<file path="src/rtl/fcas_pkg.sv">
// ----------------------------------------------------------------------------
// fcas_pkg
// Shared types and constants for the delimited frame checker with 8-bit
// additive checksum.
// ----------------------------------------------------------------------------
package fcas_pkg;

  // frame delimiters
  localparam logic [7:0] MarkStart   = 8'h40;  // '@'
  localparam logic [7:0] MarkEquals  = 8'h3D;  // '='
  localparam logic [7:0] MarkEnd     = 8'h23;  // '#'

  // header plus trailer bytes around the payload
  localparam int unsigned FrameOverhead = 6;
  localparam int unsigned HeaderBytes   = 4;

  localparam int unsigned PosW   = 9;
  localparam logic [PosW-1:0] PosMax = '1;

  // configuration port
  localparam int unsigned CfgAddrW = 3;
  localparam int unsigned CfgDataW = 32;
  localparam logic RegFormatLimit  = 1'b0;   // register index, paddr[2]
  localparam logic [7:0] FormatLimitReset = 8'hFF;

  typedef enum logic [1:0] {
    StOk        = 2'd0,
    StMarker    = 2'd1,
    StLength    = 2'd2,
    StFormatSum = 2'd3
  } status_t;

  typedef enum logic {
    KindData   = 1'b0,
    KindStatus = 1'b1
  } kind_t;

  typedef struct packed {
    kind_t      kind;
    logic [7:0] data_byte;
    status_t    status;
    logic [7:0] format_id;
    logic [7:0] payload_length;
  } res_t;

endpackage

</file>
<file path="src/rtl/fcas_ifs.sv">
// ----------------------------------------------------------------------------
// fcas_ifs
// Valid/ready stream interfaces for received bytes and checker results.
// ----------------------------------------------------------------------------
interface fcas_in_if;
  logic       valid;
  logic       ready;
  logic [7:0] rx_byte;
  logic       last_byte;

  modport source (output valid, output rx_byte, output last_byte, input ready);
  modport sink   (input valid, input rx_byte, input last_byte, output ready);
endinterface

interface fcas_out_if;
  logic       valid;
  logic       ready;
  logic       kind;
  logic [7:0] data_byte;
  logic [1:0] status;
  logic [7:0] format_id;
  logic [7:0] payload_length;

  modport source (output valid, output kind, output data_byte, output status,
                  output format_id, output payload_length, input ready);
  modport sink   (input valid, input kind, input data_byte, input status,
                  input format_id, input payload_length, output ready);
endinterface

</file>
<file path="src/rtl/fcas_cfg_regs.sv">
// ----------------------------------------------------------------------------
// fcas_cfg_regs
// APB-style register file holding the format id limit.
// ----------------------------------------------------------------------------
module fcas_cfg_regs (
  input  logic                          clk,
  input  logic                          rst_n,
  input  logic                          psel,
  input  logic                          penable,
  input  logic                          pwrite,
  input  logic [fcas_pkg::CfgAddrW-1:0] paddr,
  input  logic [fcas_pkg::CfgDataW-1:0] pwdata,
  output logic [fcas_pkg::CfgDataW-1:0] prdata,
  output logic                          pready,
  output logic [7:0]                    format_limit
);

  logic [7:0] format_limit_r;
  logic       wr_en;

  assign pready = 1'b1;
  assign wr_en  = psel & penable & pwrite & (paddr[2] == fcas_pkg::RegFormatLimit);

  always_ff @(posedge clk) begin
    if (!rst_n) begin
      format_limit_r <= fcas_pkg::FormatLimitReset;
    end else if (wr_en) begin
      format_limit_r <= pwdata[7:0];
    end
  end

  always_comb begin
    prdata = '0;
    if (paddr[2] == fcas_pkg::RegFormatLimit) begin
      prdata = {{(fcas_pkg::CfgDataW-8){1'b0}}, format_limit_r};
    end
  end

  assign format_limit = format_limit_r;

endmodule

</file>
<file path="src/rtl/fcas_frame_check.sv">
// ----------------------------------------------------------------------------
// fcas_frame_check
// Per-frame state and the single-pass check of one received byte.
// ----------------------------------------------------------------------------
module fcas_frame_check (
  input  logic               clk,
  input  logic               rst_n,
  input  logic               take,        // byte transaction this cycle
  input  logic [7:0]         rx_byte,
  input  logic               last_byte,
  input  logic [7:0]         format_limit,
  output logic               emit,        // byte yields a result
  output fcas_pkg::res_t     res
);

  localparam int unsigned PosW = fcas_pkg::PosW;

  logic [PosW-1:0] pos_r;
  logic            start_ok_r;
  logic            equals_ok_r;
  logic [7:0]      format_r;
  logic [7:0]      length_r;
  logic [7:0]      sum_r;
  logic [7:0]      prev0_r;
  logic [7:0]      prev1_r;

  logic            start_ok_nxt;
  logic            equals_ok_nxt;
  logic [7:0]      format_nxt;
  logic [7:0]      length_nxt;
  logic [7:0]      sum_nxt;
  logic [PosW-1:0] pos_inc;
  logic            markers_ok;
  logic            length_ok;
  logic            fwd;
  logic [PosW:0]   fwd_end;
  fcas_pkg::status_t st;

  always_comb begin
    start_ok_nxt  = start_ok_r;
    equals_ok_nxt = equals_ok_r;
    format_nxt    = format_r;
    length_nxt    = length_r;
    case (pos_r)
      PosW'(0): start_ok_nxt  = (rx_byte == fcas_pkg::MarkStart);
      PosW'(1): format_nxt    = rx_byte;
      PosW'(2): length_nxt    = rx_byte;
      PosW'(3): equals_ok_nxt = (rx_byte == fcas_pkg::MarkEquals);
      default: ;
    endcase
  end

  // byte two places back enters the sum once it lies past the header
  assign sum_nxt = (pos_r >= PosW'(fcas_pkg::FrameOverhead)) ? sum_r + prev1_r : sum_r;
  assign pos_inc = (pos_r == fcas_pkg::PosMax) ? pos_r : pos_r + PosW'(1);

  // size = pos+1; size-6 == length  <=>  pos >= 5 and pos-5 == length
  assign markers_ok = start_ok_nxt & equals_ok_nxt
                    & (pos_r >= PosW'(fcas_pkg::HeaderBytes - 1))
                    & (rx_byte == fcas_pkg::MarkEnd);
  assign length_ok  = (pos_r >= PosW'(fcas_pkg::FrameOverhead - 1))
                    & ((pos_r - PosW'(fcas_pkg::FrameOverhead - 1))
                       == {{(PosW-8){1'b0}}, length_nxt});

  always_comb begin
    if (!markers_ok) begin
      st = fcas_pkg::StMarker;
    end else if (!length_ok) begin
      st = fcas_pkg::StLength;
    end else if ((format_nxt > format_limit) || (sum_nxt != prev0_r)) begin
      st = fcas_pkg::StFormatSum;
    end else begin
      st = fcas_pkg::StOk;
    end
  end

  assign fwd_end = (PosW+1)'(fcas_pkg::HeaderBytes) + {{(PosW-7){1'b0}}, length_nxt};
  assign fwd     = (pos_r >= PosW'(fcas_pkg::HeaderBytes)) & ({1'b0, pos_r} < fwd_end);
  assign emit    = last_byte | fwd;

  always_comb begin
    res = '0;
    if (last_byte) begin
      res.kind           = fcas_pkg::KindStatus;
      res.status         = st;
      res.format_id      = format_nxt;
      res.payload_length = length_nxt;
    end else begin
      res.kind      = fcas_pkg::KindData;
      res.data_byte = rx_byte;
    end
  end

  always_ff @(posedge clk) begin
    if (!rst_n) begin
      pos_r       <= '0;
      start_ok_r  <= 1'b0;
      equals_ok_r <= 1'b0;
      format_r    <= '0;
      length_r    <= '0;
      sum_r       <= '0;
      prev0_r     <= '0;
      prev1_r     <= '0;
    end else if (take) begin
      if (last_byte) begin
        pos_r       <= '0;
        start_ok_r  <= 1'b0;
        equals_ok_r <= 1'b0;
        format_r    <= '0;
        length_r    <= '0;
        sum_r       <= '0;
        prev0_r     <= '0;
        prev1_r     <= '0;
      end else begin
        pos_r       <= pos_inc;
        start_ok_r  <= start_ok_nxt;
        equals_ok_r <= equals_ok_nxt;
        format_r    <= format_nxt;
        length_r    <= length_nxt;
        sum_r       <= sum_nxt;
        prev0_r     <= rx_byte;
        prev1_r     <= prev0_r;
      end
    end
  end

endmodule

</file>
<file path="src/rtl/fcas_out_reg.sv">
// ----------------------------------------------------------------------------
// fcas_out_reg
// Result register; frees itself in the cycle its transaction completes.
// ----------------------------------------------------------------------------
module fcas_out_reg (
  input  logic           clk,
  input  logic           rst_n,
  input  logic           load,
  input  fcas_pkg::res_t res,
  output logic           can_load,
  output logic           out_valid,
  input  logic           out_ready,
  output fcas_pkg::res_t out_res
);

  logic           valid_r;
  fcas_pkg::res_t res_r;

  assign can_load = ~valid_r | out_ready;

  always_ff @(posedge clk) begin
    if (!rst_n) begin
      valid_r <= 1'b0;
    end else if (load) begin
      valid_r <= 1'b1;
    end else if (out_ready) begin
      valid_r <= 1'b0;
    end
  end

  always_ff @(posedge clk) begin
    if (load) begin
      res_r <= res;
    end
  end

  assign out_valid = valid_r;
  assign out_res   = res_r;

endmodule

</file>
<file path="src/rtl/frame_checker_additive_sum_core.sv">
// ----------------------------------------------------------------------------
// frame_checker_additive_sum_core
// Delimited frame checker with 8-bit additive checksum, top level.
// ----------------------------------------------------------------------------
// Usage:
//   in_ch  : one frame byte per transaction, last_byte set on the final byte.
//            Frame layout is '@', format id, length, '=', payload, sum, '#'.
//   out_ch : payload bytes are forwarded (kind 0) as they arrive; the last
//            byte of a frame gives one status transaction (kind 1) carrying
//            status, format id and length byte. Other bytes give nothing.
//   APB    : register 0 at address 0 is the highest accepted format id
//            (reset 255). Write only while the block is idle.
// Latency: a result is presented the cycle after its byte is taken.
// Throughput: one byte per cycle unless out_ch stalls, set by the single output
//   register; the per-byte work is a handful of compares and one 8-bit add.
// Stall: in_ch.ready drops only while a result is held and out_ch.ready is
//   low; a pending result never blocks a byte that the receiver drains.
// Reset: synchronous, active low; clears frame state and the result
//   valid flag, format limit returns to 255.
// ----------------------------------------------------------------------------
module frame_checker_additive_sum_core (
  input  logic                          clk,
  input  logic                          rst_n,
  fcas_in_if.sink                       in_ch,
  fcas_out_if.source                    out_ch,
  input  logic                          psel,
  input  logic                          penable,
  input  logic                          pwrite,
  input  logic [fcas_pkg::CfgAddrW-1:0] paddr,
  input  logic [fcas_pkg::CfgDataW-1:0] pwdata,
  output logic [fcas_pkg::CfgDataW-1:0] prdata,
  output logic                          pready
);

  logic           in_take;     // byte transaction completes
  logic           can_load;    // result register free this cycle
  logic           emit;        // current byte gives a result
  logic [7:0]     format_limit;
  fcas_pkg::res_t res;
  fcas_pkg::res_t out_res;

  fcas_cfg_regs u_cfg (
    .clk          (clk),
    .rst_n        (rst_n),
    .psel         (psel),
    .penable      (penable),
    .pwrite       (pwrite),
    .paddr        (paddr),
    .pwdata       (pwdata),
    .prdata       (prdata),
    .pready       (pready),
    .format_limit (format_limit)
  );

  // byte taken whenever the result register can absorb whatever it yields
  assign in_ch.ready = can_load;
  assign in_take     = in_ch.valid & can_load;

  fcas_frame_check u_check (
    .clk          (clk),
    .rst_n        (rst_n),
    .take         (in_take),
    .rx_byte      (in_ch.rx_byte),
    .last_byte    (in_ch.last_byte),
    .format_limit (format_limit),
    .emit         (emit),
    .res          (res)
  );

  fcas_out_reg u_out (
    .clk       (clk),
    .rst_n     (rst_n),
    .load      (in_take & emit),
    .res       (res),
    .can_load  (can_load),
    .out_valid (out_ch.valid),
    .out_ready (out_ch.ready),
    .out_res   (out_res)
  );

  assign out_ch.kind           = out_res.kind;
  assign out_ch.data_byte      = out_res.data_byte;
  assign out_ch.status         = out_res.status;
  assign out_ch.format_id      = out_res.format_id;
  assign out_ch.payload_length = out_res.payload_length;

endmodule
</file>
<file path="src/flat_wrapper.sv">
// flat-port wrapper written by rule: the top's interface ports become plain ports
module frame_checker_additive_sum_core_flat 
  (clk, rst_n, psel, penable, pwrite, paddr, pwdata, prdata, pready, in_ch_valid, in_ch_rx_byte, in_ch_last_byte, in_ch_ready, out_ch_valid, out_ch_kind, out_ch_data_byte, out_ch_status, out_ch_format_id, out_ch_payload_length, out_ch_ready);
  fcas_in_if in_ch_i ();
  fcas_out_if out_ch_i ();
  input  logic clk;
  input  logic rst_n;
  input  logic psel;
  input  logic penable;
  input  logic pwrite;
  input  logic [fcas_pkg::CfgAddrW-1:0] paddr;
  input  logic [fcas_pkg::CfgDataW-1:0] pwdata;
  output logic [fcas_pkg::CfgDataW-1:0] prdata;
  output logic pready;
  input wire logic [$bits(in_ch_i.valid)-1:0] in_ch_valid;
  input wire logic [$bits(in_ch_i.rx_byte)-1:0] in_ch_rx_byte;
  input wire logic [$bits(in_ch_i.last_byte)-1:0] in_ch_last_byte;
  output wire logic [$bits(in_ch_i.ready)-1:0] in_ch_ready;
  output wire logic [$bits(out_ch_i.valid)-1:0] out_ch_valid;
  output wire logic [$bits(out_ch_i.kind)-1:0] out_ch_kind;
  output wire logic [$bits(out_ch_i.data_byte)-1:0] out_ch_data_byte;
  output wire logic [$bits(out_ch_i.status)-1:0] out_ch_status;
  output wire logic [$bits(out_ch_i.format_id)-1:0] out_ch_format_id;
  output wire logic [$bits(out_ch_i.payload_length)-1:0] out_ch_payload_length;
  input wire logic [$bits(out_ch_i.ready)-1:0] out_ch_ready;
  assign in_ch_i.valid = in_ch_valid;
  assign in_ch_i.rx_byte = in_ch_rx_byte;
  assign in_ch_i.last_byte = in_ch_last_byte;
  assign in_ch_ready = in_ch_i.ready;
  assign out_ch_valid = out_ch_i.valid;
  assign out_ch_kind = out_ch_i.kind;
  assign out_ch_data_byte = out_ch_i.data_byte;
  assign out_ch_status = out_ch_i.status;
  assign out_ch_format_id = out_ch_i.format_id;
  assign out_ch_payload_length = out_ch_i.payload_length;
  assign out_ch_i.ready = out_ch_ready;
  frame_checker_additive_sum_core u_core (.clk(clk), .rst_n(rst_n), .in_ch(in_ch_i), .out_ch(out_ch_i), .psel(psel), .penable(penable), .pwrite(pwrite), .paddr(paddr), .pwdata(pwdata), .prdata(prdata), .pready(pready));
endmodule
</file>
<file path="config.mk">
export PLATFORM = sky130hd
export DESIGN_NAME = frame_checker_additive_sum_core_flat
export DESIGN_NICKNAME = d
export VERILOG_FILES = /design/src/rtl/fcas_pkg.sv /design/src/rtl/fcas_ifs.sv /design/src/rtl/fcas_cfg_regs.sv /design/src/rtl/fcas_frame_check.sv /design/src/rtl/fcas_out_reg.sv /design/src/rtl/frame_checker_additive_sum_core.sv /design/src/flat_wrapper.sv
export SDC_FILE = /design/constraint.sdc
export NUM_CORES = 1
export LEC_CHECK = 0
export BUFFER_PORTS_ARGS = -buffer_cell sky130_fd_sc_hd__buf_2
export CORE_UTILIZATION = 55
export CTS_BUF_LIST = sky130_fd_sc_hd__clkbuf_4
export DETAILED_ROUTE_END_ITERATION = 7
export GPL_ROUTABILITY_DRIVEN = 0
export PLACE_DENSITY = 0.8
export SKIP_CTS_REPAIR_TIMING = 1
export SYNTH_ARGS = -nofsm -noshare
export SYNTH_HDL_FRONTEND = slang
export SYNTH_SLANG_ARGS = --single-unit
</file>
<file path="constraint.sdc">
create_clock -name clk -period 8.7 [get_ports clk]
set_input_delay 1.305 -clock clk [delete_from_list [all_inputs] [get_ports clk]]
set_output_delay 1.305 -clock clk [all_outputs]
set_load 0.005 [all_outputs]
</file>
==> metrics.txt <==
# TYPE chip_impl_metric gauge
chip_impl_metric{name="num-fill-cells",unit=""} 775
chip_impl_info{name="worst_hold_path_type",value="flop to flop"} 1
chip_impl_metric{name="switching_share",unit="%"} 29.0
chip_impl_metric{name="design.portCount",unit=""} 113
chip_impl_metric{name="slew_headroom",unit="%"} 36.8
chip_impl_metric{name="grt_max_degree",unit=""} 59
chip_impl_metric{name="detail_route.first_pass.iterations",unit=""} 5
chip_impl_metric{name="average_vias_per_placed_instance",unit=""} 5.70
chip_impl_info{name="clk_root_buffer_cell",value="sky130_fd_sc_hd__clkbuf_4"} 1
chip_impl_metric{name="yosysUniqueCellTypes",unit=""} 61
chip_impl_info{name="critical-path-slowest-cell",value="sky130_fd_sc_hd__nor4_1"} 1
chip_impl_metric{name="vias_in_the_first_global_route",unit=""} 4002
chip_impl_metric{name="p_sw",unit="uW"} 216
chip_impl_metric{name="comb_power_share",unit="%"} 11.2
chip_impl_metric{name="grt_antenna_before_repair",unit=""} 0
chip_impl_metric{name="clockBufferDepth",unit=""} 2
chip_impl_info{name="post_synth_main_area_contributors",value="sky130_fd_sc_hd__dfxtp_1 (23%), sky130_fd_sc_hd__edfxtp_1 (15%), sky130_fd_sc_hd__ha_1 (7.1%)"} 1
chip_impl_metric{name="synthesis.area_per_instance",unit="sq um"} 9.16
chip_impl_metric{name="whs",unit="ns"} 0.519
chip_impl_info{name="cp_startpoint_kind",value="flop"} 1
chip_impl_metric{name="global_route.usage.total",unit="%"} 24.3
chip_impl_metric{name="synth_enable_flop_cells",unit=""} 27
chip_impl_metric{name="nNetsFinal",unit=""} 700
chip_impl_metric{name="effective_utilization_at_floorplan",unit="%"} 56.9
chip_impl_metric{name="cts_buffers",unit=""} 9
chip_impl_metric{name="share_of_layout_cells_above_drive_strength_1",unit="%"} 15.9
chip_impl_info{name="synth_top_flop_cell",value="sky130_fd_sc_hd__dfxtp_1"} 1
chip_impl_metric{name="worst_ep_required_time",unit="ns"} 8.90
chip_impl_metric{name="post-synth-top-area-fraction",unit="%"} 22.9
chip_impl_metric{name="multi_input_comb_area",unit="sq um"} 2950
chip_impl_metric{name="critical_path_arrival",unit="ns"} 5.11
chip_impl_metric{name="fmax",unit="GHz"} 0.204
chip_impl_metric{name="grt_pass1_wl",unit="mm"} 19.0
chip_impl_info{name="cp_cell_sequence",value="or4_4, nor4_1, nand2_1, mux2_2, ha_1, and3_1, o21ai_0, a31oi_1, o21a_1, o21ai_0, o2111ai_1, nor4_2, o22ai_1"} 1
chip_impl_metric{name="max_cap_viol_count",unit=""} 0
chip_impl_metric{name="insertedDiodeCount",unit=""} 0
chip_impl_metric{name="final.setup_skew",unit="ns"} 0.0176
chip_impl_metric{name="relative_area_change_from_synthesis_to_final_layout",unit="%"} 7.26
chip_impl_metric{name="clock_latency",unit="ns"} 0.45
chip_impl_metric{name="design.core.area",unit="sq um"} 9240
chip_impl_info{name="clock_tree_from_tritoncts",value="yes"} 1
chip_impl_info{name="grt_setup_unrepaired",value="false"} 1
chip_impl_info{name="setup.worst_path.end_class",value="flop"} 1
chip_impl_metric{name="die_width",unit="microns"} 99.8
chip_impl_metric{name="power_report.internal_total",unit="uW"} 528
chip_impl_metric{name="seq_power_share",unit="%"} 58.2
chip_impl_metric{name="die_area",unit="sq um"} 9950
chip_impl_info{name="cp_most_frequent_cell",value="sky130_fd_sc_hd__o21ai_0"} 1
chip_impl_metric{name="setup_total_negative_slack",unit="ns"} 0
chip_impl_metric{name="finalSetupViolations",unit=""} 0
chip_impl_metric{name="critical_path.max_stage_delay",unit="ns"} 0.74
chip_impl_metric{name="synthesis.yosys.warnings",unit=""} 0
chip_impl_metric{name="die_h",unit="microns"} 99.8
chip_impl_metric{name="path_clk_slew",unit="ns"} 0.16
chip_impl_info{name="outcome",value="complete, no violations"} 1
chip_impl_metric{name="port_buffers",unit=""} 61
chip_impl_metric{name="final_min_period_over_clock_period",unit="%"} 56.5
chip_impl_metric{name="path_max_fanout",unit=""} 13
chip_impl_metric{name="netlist_instances",unit=""} 574
chip_impl_metric{name="yosysSeqAreaShare",unit="%"} 38.3
chip_impl_info{name="criticalPathCategory",value="flop to flop"} 1
chip_impl_metric{name="post-route-drc-count",unit=""} 0
chip_impl_metric{name="first_iter_violations",unit=""} 228
chip_impl_metric{name="num_vias",unit=""} 4287
chip_impl_metric{name="wirelength",unit="mm"} 11.6
chip_impl_metric{name="remaining_antenna_violation_count_after_routing",unit=""} 0
chip_impl_metric{name="timing.final.hold_violations",unit=""} 0
chip_impl_metric{name="postSynth.asyncResetShare",unit="%"} 0
chip_impl_metric{name="regArea",unit="sq um"} 2010
chip_impl_metric{name="flip_flop_and_latch_count_after_synthesis",unit=""} 87
chip_impl_info{name="netlist.top_cell.by_area",value="sky130_fd_sc_hd__dfxtp_1"} 1
chip_impl_metric{name="finalWorstPathRequiredPeriod",unit="ns"} 4.91
chip_impl_metric{name="globalRoute.totalOverflow",unit=""} 0
chip_impl_metric{name="ir_drop",unit="uV"} 64.4
chip_impl_metric{name="tritoncts_num_sinks",unit=""} 87
chip_impl_metric{name="cell_area_after_technology_mapping",unit="sq um"} 5260
chip_impl_metric{name="routedWlPerCell",unit="microns"} 15.4
chip_impl_metric{name="htree_levels",unit=""} 3
chip_impl_metric{name="dp.final_hpwl",unit="mm"} 8.22
chip_impl_metric{name="power_frac_clock",unit="%"} 30.5
chip_impl_metric{name="row_count",unit=""} 35
chip_impl_metric{name="final_max_slew_violation_count",unit=""} 0
chip_impl_metric{name="power_density",unit="nW/um^2"} 132
chip_impl_metric{name="worst_pin_slew",unit="ns"} 0.935
chip_impl_metric{name="cellLeakagePower",unit="uW"} 0.00233
-- metrics by stage --
| stage | worst slack, ns | power (uW) | utilization (%) | cells | area (sq um) |
|---|---|---|---|---|---|
| floorplan | 4.10 | 502 | - | 597 | 5340 |
| global placement | 3.89 | 522 | 59.5 | 736 | 5500 |
| detailed placement | 3.82 | 524 | 59.5 | 736 | 5500 |
| CTS | 3.80 | 746 | 61.0 | 752 | 5640 |
| global route | 3.48 | 774 | 61.0 | 752 | 5640 |
| finish | 3.79 | 744 | 61.0 | 752 | 5640 |
-- power by group through the flow --
stage | logic, uW | registers, uW | clock network [uW]
4_1_cts | 82.6 | 433 | 230
3_3_place_gp | 80.5 | 442 | 0
3_5_place_dp | 82.3 | 442 | 0
5_1_grt | 92.7 | 434 | 247
2_1_floorplan | 60.5 | 441 | 0
6_report | 83.5 | 433 | 227
-- synth_stat cells, types with 3 or more instances --
| cell | number |
|---|---|
| sky130_fd_sc_hd__a21boi_0 | 11 |
| sky130_fd_sc_hd__o21a_1 | 5 |
| sky130_fd_sc_hd__a21o_1 | 3 |
| sky130_fd_sc_hd__a22oi_1 | 21 |
| sky130_fd_sc_hd__mux2i_1 | 13 |
| sky130_fd_sc_hd__nor2b_1 | 49 |
| sky130_fd_sc_hd__clkbuf_1 | 22 |
| sky130_fd_sc_hd__xor2_1 | 11 |
| sky130_fd_sc_hd__o211ai_1 | 8 |
| sky130_fd_sc_hd__dfxtp_1 | 60 |
| sky130_fd_sc_hd__nor4_1 | 6 |
| sky130_fd_sc_hd__or2_2 | 3 |
| sky130_fd_sc_hd__o21ai_0 | 26 |
| sky130_fd_sc_hd__nor3_1 | 3 |
| sky130_fd_sc_hd__and3_1 | 11 |
| sky130_fd_sc_hd__edfxtp_1 | 27 |
| sky130_fd_sc_hd__buf_4 | 26 |
| sky130_fd_sc_hd__buf_6 | 4 |
| sky130_fd_sc_hd__nor4b_1 | 5 |
| sky130_fd_sc_hd__nand3_1 | 8 |
| sky130_fd_sc_hd__nor2_1 | 42 |
| sky130_fd_sc_hd__mux2_2 | 8 |
| sky130_fd_sc_hd__nand2_1 | 49 |
| sky130_fd_sc_hd__inv_1 | 12 |
| sky130_fd_sc_hd__xnor2_1 | 19 |
| sky130_fd_sc_hd__a21oi_1 | 23 |
| sky130_fd_sc_hd__nand4_1 | 6 |
| sky130_fd_sc_hd__and2_1 | 18 |
| sky130_fd_sc_hd__ha_1 | 30 |
| sky130_fd_sc_hd__a31oi_1 | 4 |
| sky130_fd_sc_hd__a211oi_1 | 4 |
-- sequential cells by signal (all words and copies together), names as in the netlist --
name / cells
u_core.u_check.pos_r: 9
u_core.u_check.format_r: 8
u_core.u_check.prev0_r: 8
u_core.u_check.sum_r: 8
u_core.u_check.length_r: 8
u_core.u_out.out_res: 27
u_core.u_check.prev1_r: 8
u_core.u_check.start_ok_r: 1
u_core.u_cfg.format_limit: 8
u_core.u_check.equals_ok_r: 1
u_core.u_out.out_valid: 1
-- area by class of cell --
| class | count | share of cell area [%] |
|---|---|---|
| inverter | 13 | 0.866 |
| timing repair buffer | 64 | 5.81 |
| clock inverter | 7 | 1.24 |
| tap | 129 | 2.86 |
| multi-input combinational | 443 | 52.3 |
| sequential | 87 | 35.7 |
| clock buffer | 9 | 1.20 |
-- metal layers --
metal | track usage, % | wire length, microns | share of wire (%) | vias up
met5 | 0 | 0 | 0 | -
met4 | 8.82 | 187 | 1.6 | 0
met3 | 3.51 | 704 | 6.1 | 18
met2 | 41.8 | 5710 | 49 | 167
met1 | 30.8 | 5010 | 43 | 2031
li1 | - | - | - | 2071
-- placed cells by master (no fill, tap or decap), types with 4 or more instances in the layout --
cell type                   n
sky130_fd_sc_hd__o21ai_0   26
sky130_fd_sc_hd__a31oi_1    4
sky130_fd_sc_hd__inv_8      4
sky130_fd_sc_hd__buf_2     61
sky130_fd_sc_hd__dfxtp_1   60
sky130_fd_sc_hd__nor2b_1   49
sky130_fd_sc_hd__a21boi_0  11
sky130_fd_sc_hd__nand4_1    6
sky130_fd_sc_hd__a211oi_1   4
sky130_fd_sc_hd__xnor2_1   19
sky130_fd_sc_hd__inv_1     12
sky130_fd_sc_hd__clkbuf_4   9
sky130_fd_sc_hd__and2_1    18
sky130_fd_sc_hd__ha_1      30
sky130_fd_sc_hd__o21a_1     5
sky130_fd_sc_hd__a22oi_1   21
sky130_fd_sc_hd__xor2_1    11
sky130_fd_sc_hd__o211ai_1   8
sky130_fd_sc_hd__nor2_1    42
sky130_fd_sc_hd__nand3_1    8
sky130_fd_sc_hd__mux2_2     8
sky130_fd_sc_hd__mux2i_1   13
sky130_fd_sc_hd__edfxtp_1  27
sky130_fd_sc_hd__nor4b_1    5
sky130_fd_sc_hd__conb_1    25
sky130_fd_sc_hd__a21oi_1   23
sky130_fd_sc_hd__and3_1    11
sky130_fd_sc_hd__nand2_1   49
sky130_fd_sc_hd__nor4_1     6
-- final timing paths --
check,endpoint,slack (ns),from,cells past startpoint
max,u_core.u_out.out_res[16],3.79,u_core.u_check.pos_r[3],13
min reg2reg,u_core.u_check.prev0_r[1],0.52,u_core.u_check.prev0_r[1],2
min,u_core.u_check.prev0_r[1],0.52,u_core.u_check.prev0_r[1],2
max reg2reg,u_core.u_out.out_res[16],3.79,u_core.u_check.pos_r[3],13
-- critical path: cells and delay by family (launching register included) --
| family | cells | cell delay, ns |
|---|---|---|
| flops | 1 | 0.49 |
| fa+ha+maj | 1 | 0.29 |
| compound gates | 6 | 0.93 |
| simple gates | 5 | 2.53 |
| mux | 1 | 0.42 |
-- cells by family (layout without fill, tap and decap cells) --
group,Yosys count,after routing,share of synthesized area (%)
DFF,87,87,38.3
muxes,21,21,4.19
and+or+nand+nor,215,215,22.4
AOI/OAI and AO/OA,120,120,14.8
buffers and inverters,67,93,7.24
other,2,25,0.143
adders and majority gates,31,31,7.52
xor gates and xnor gates,31,31,5.43
Power figures use the tool's default switching activity.
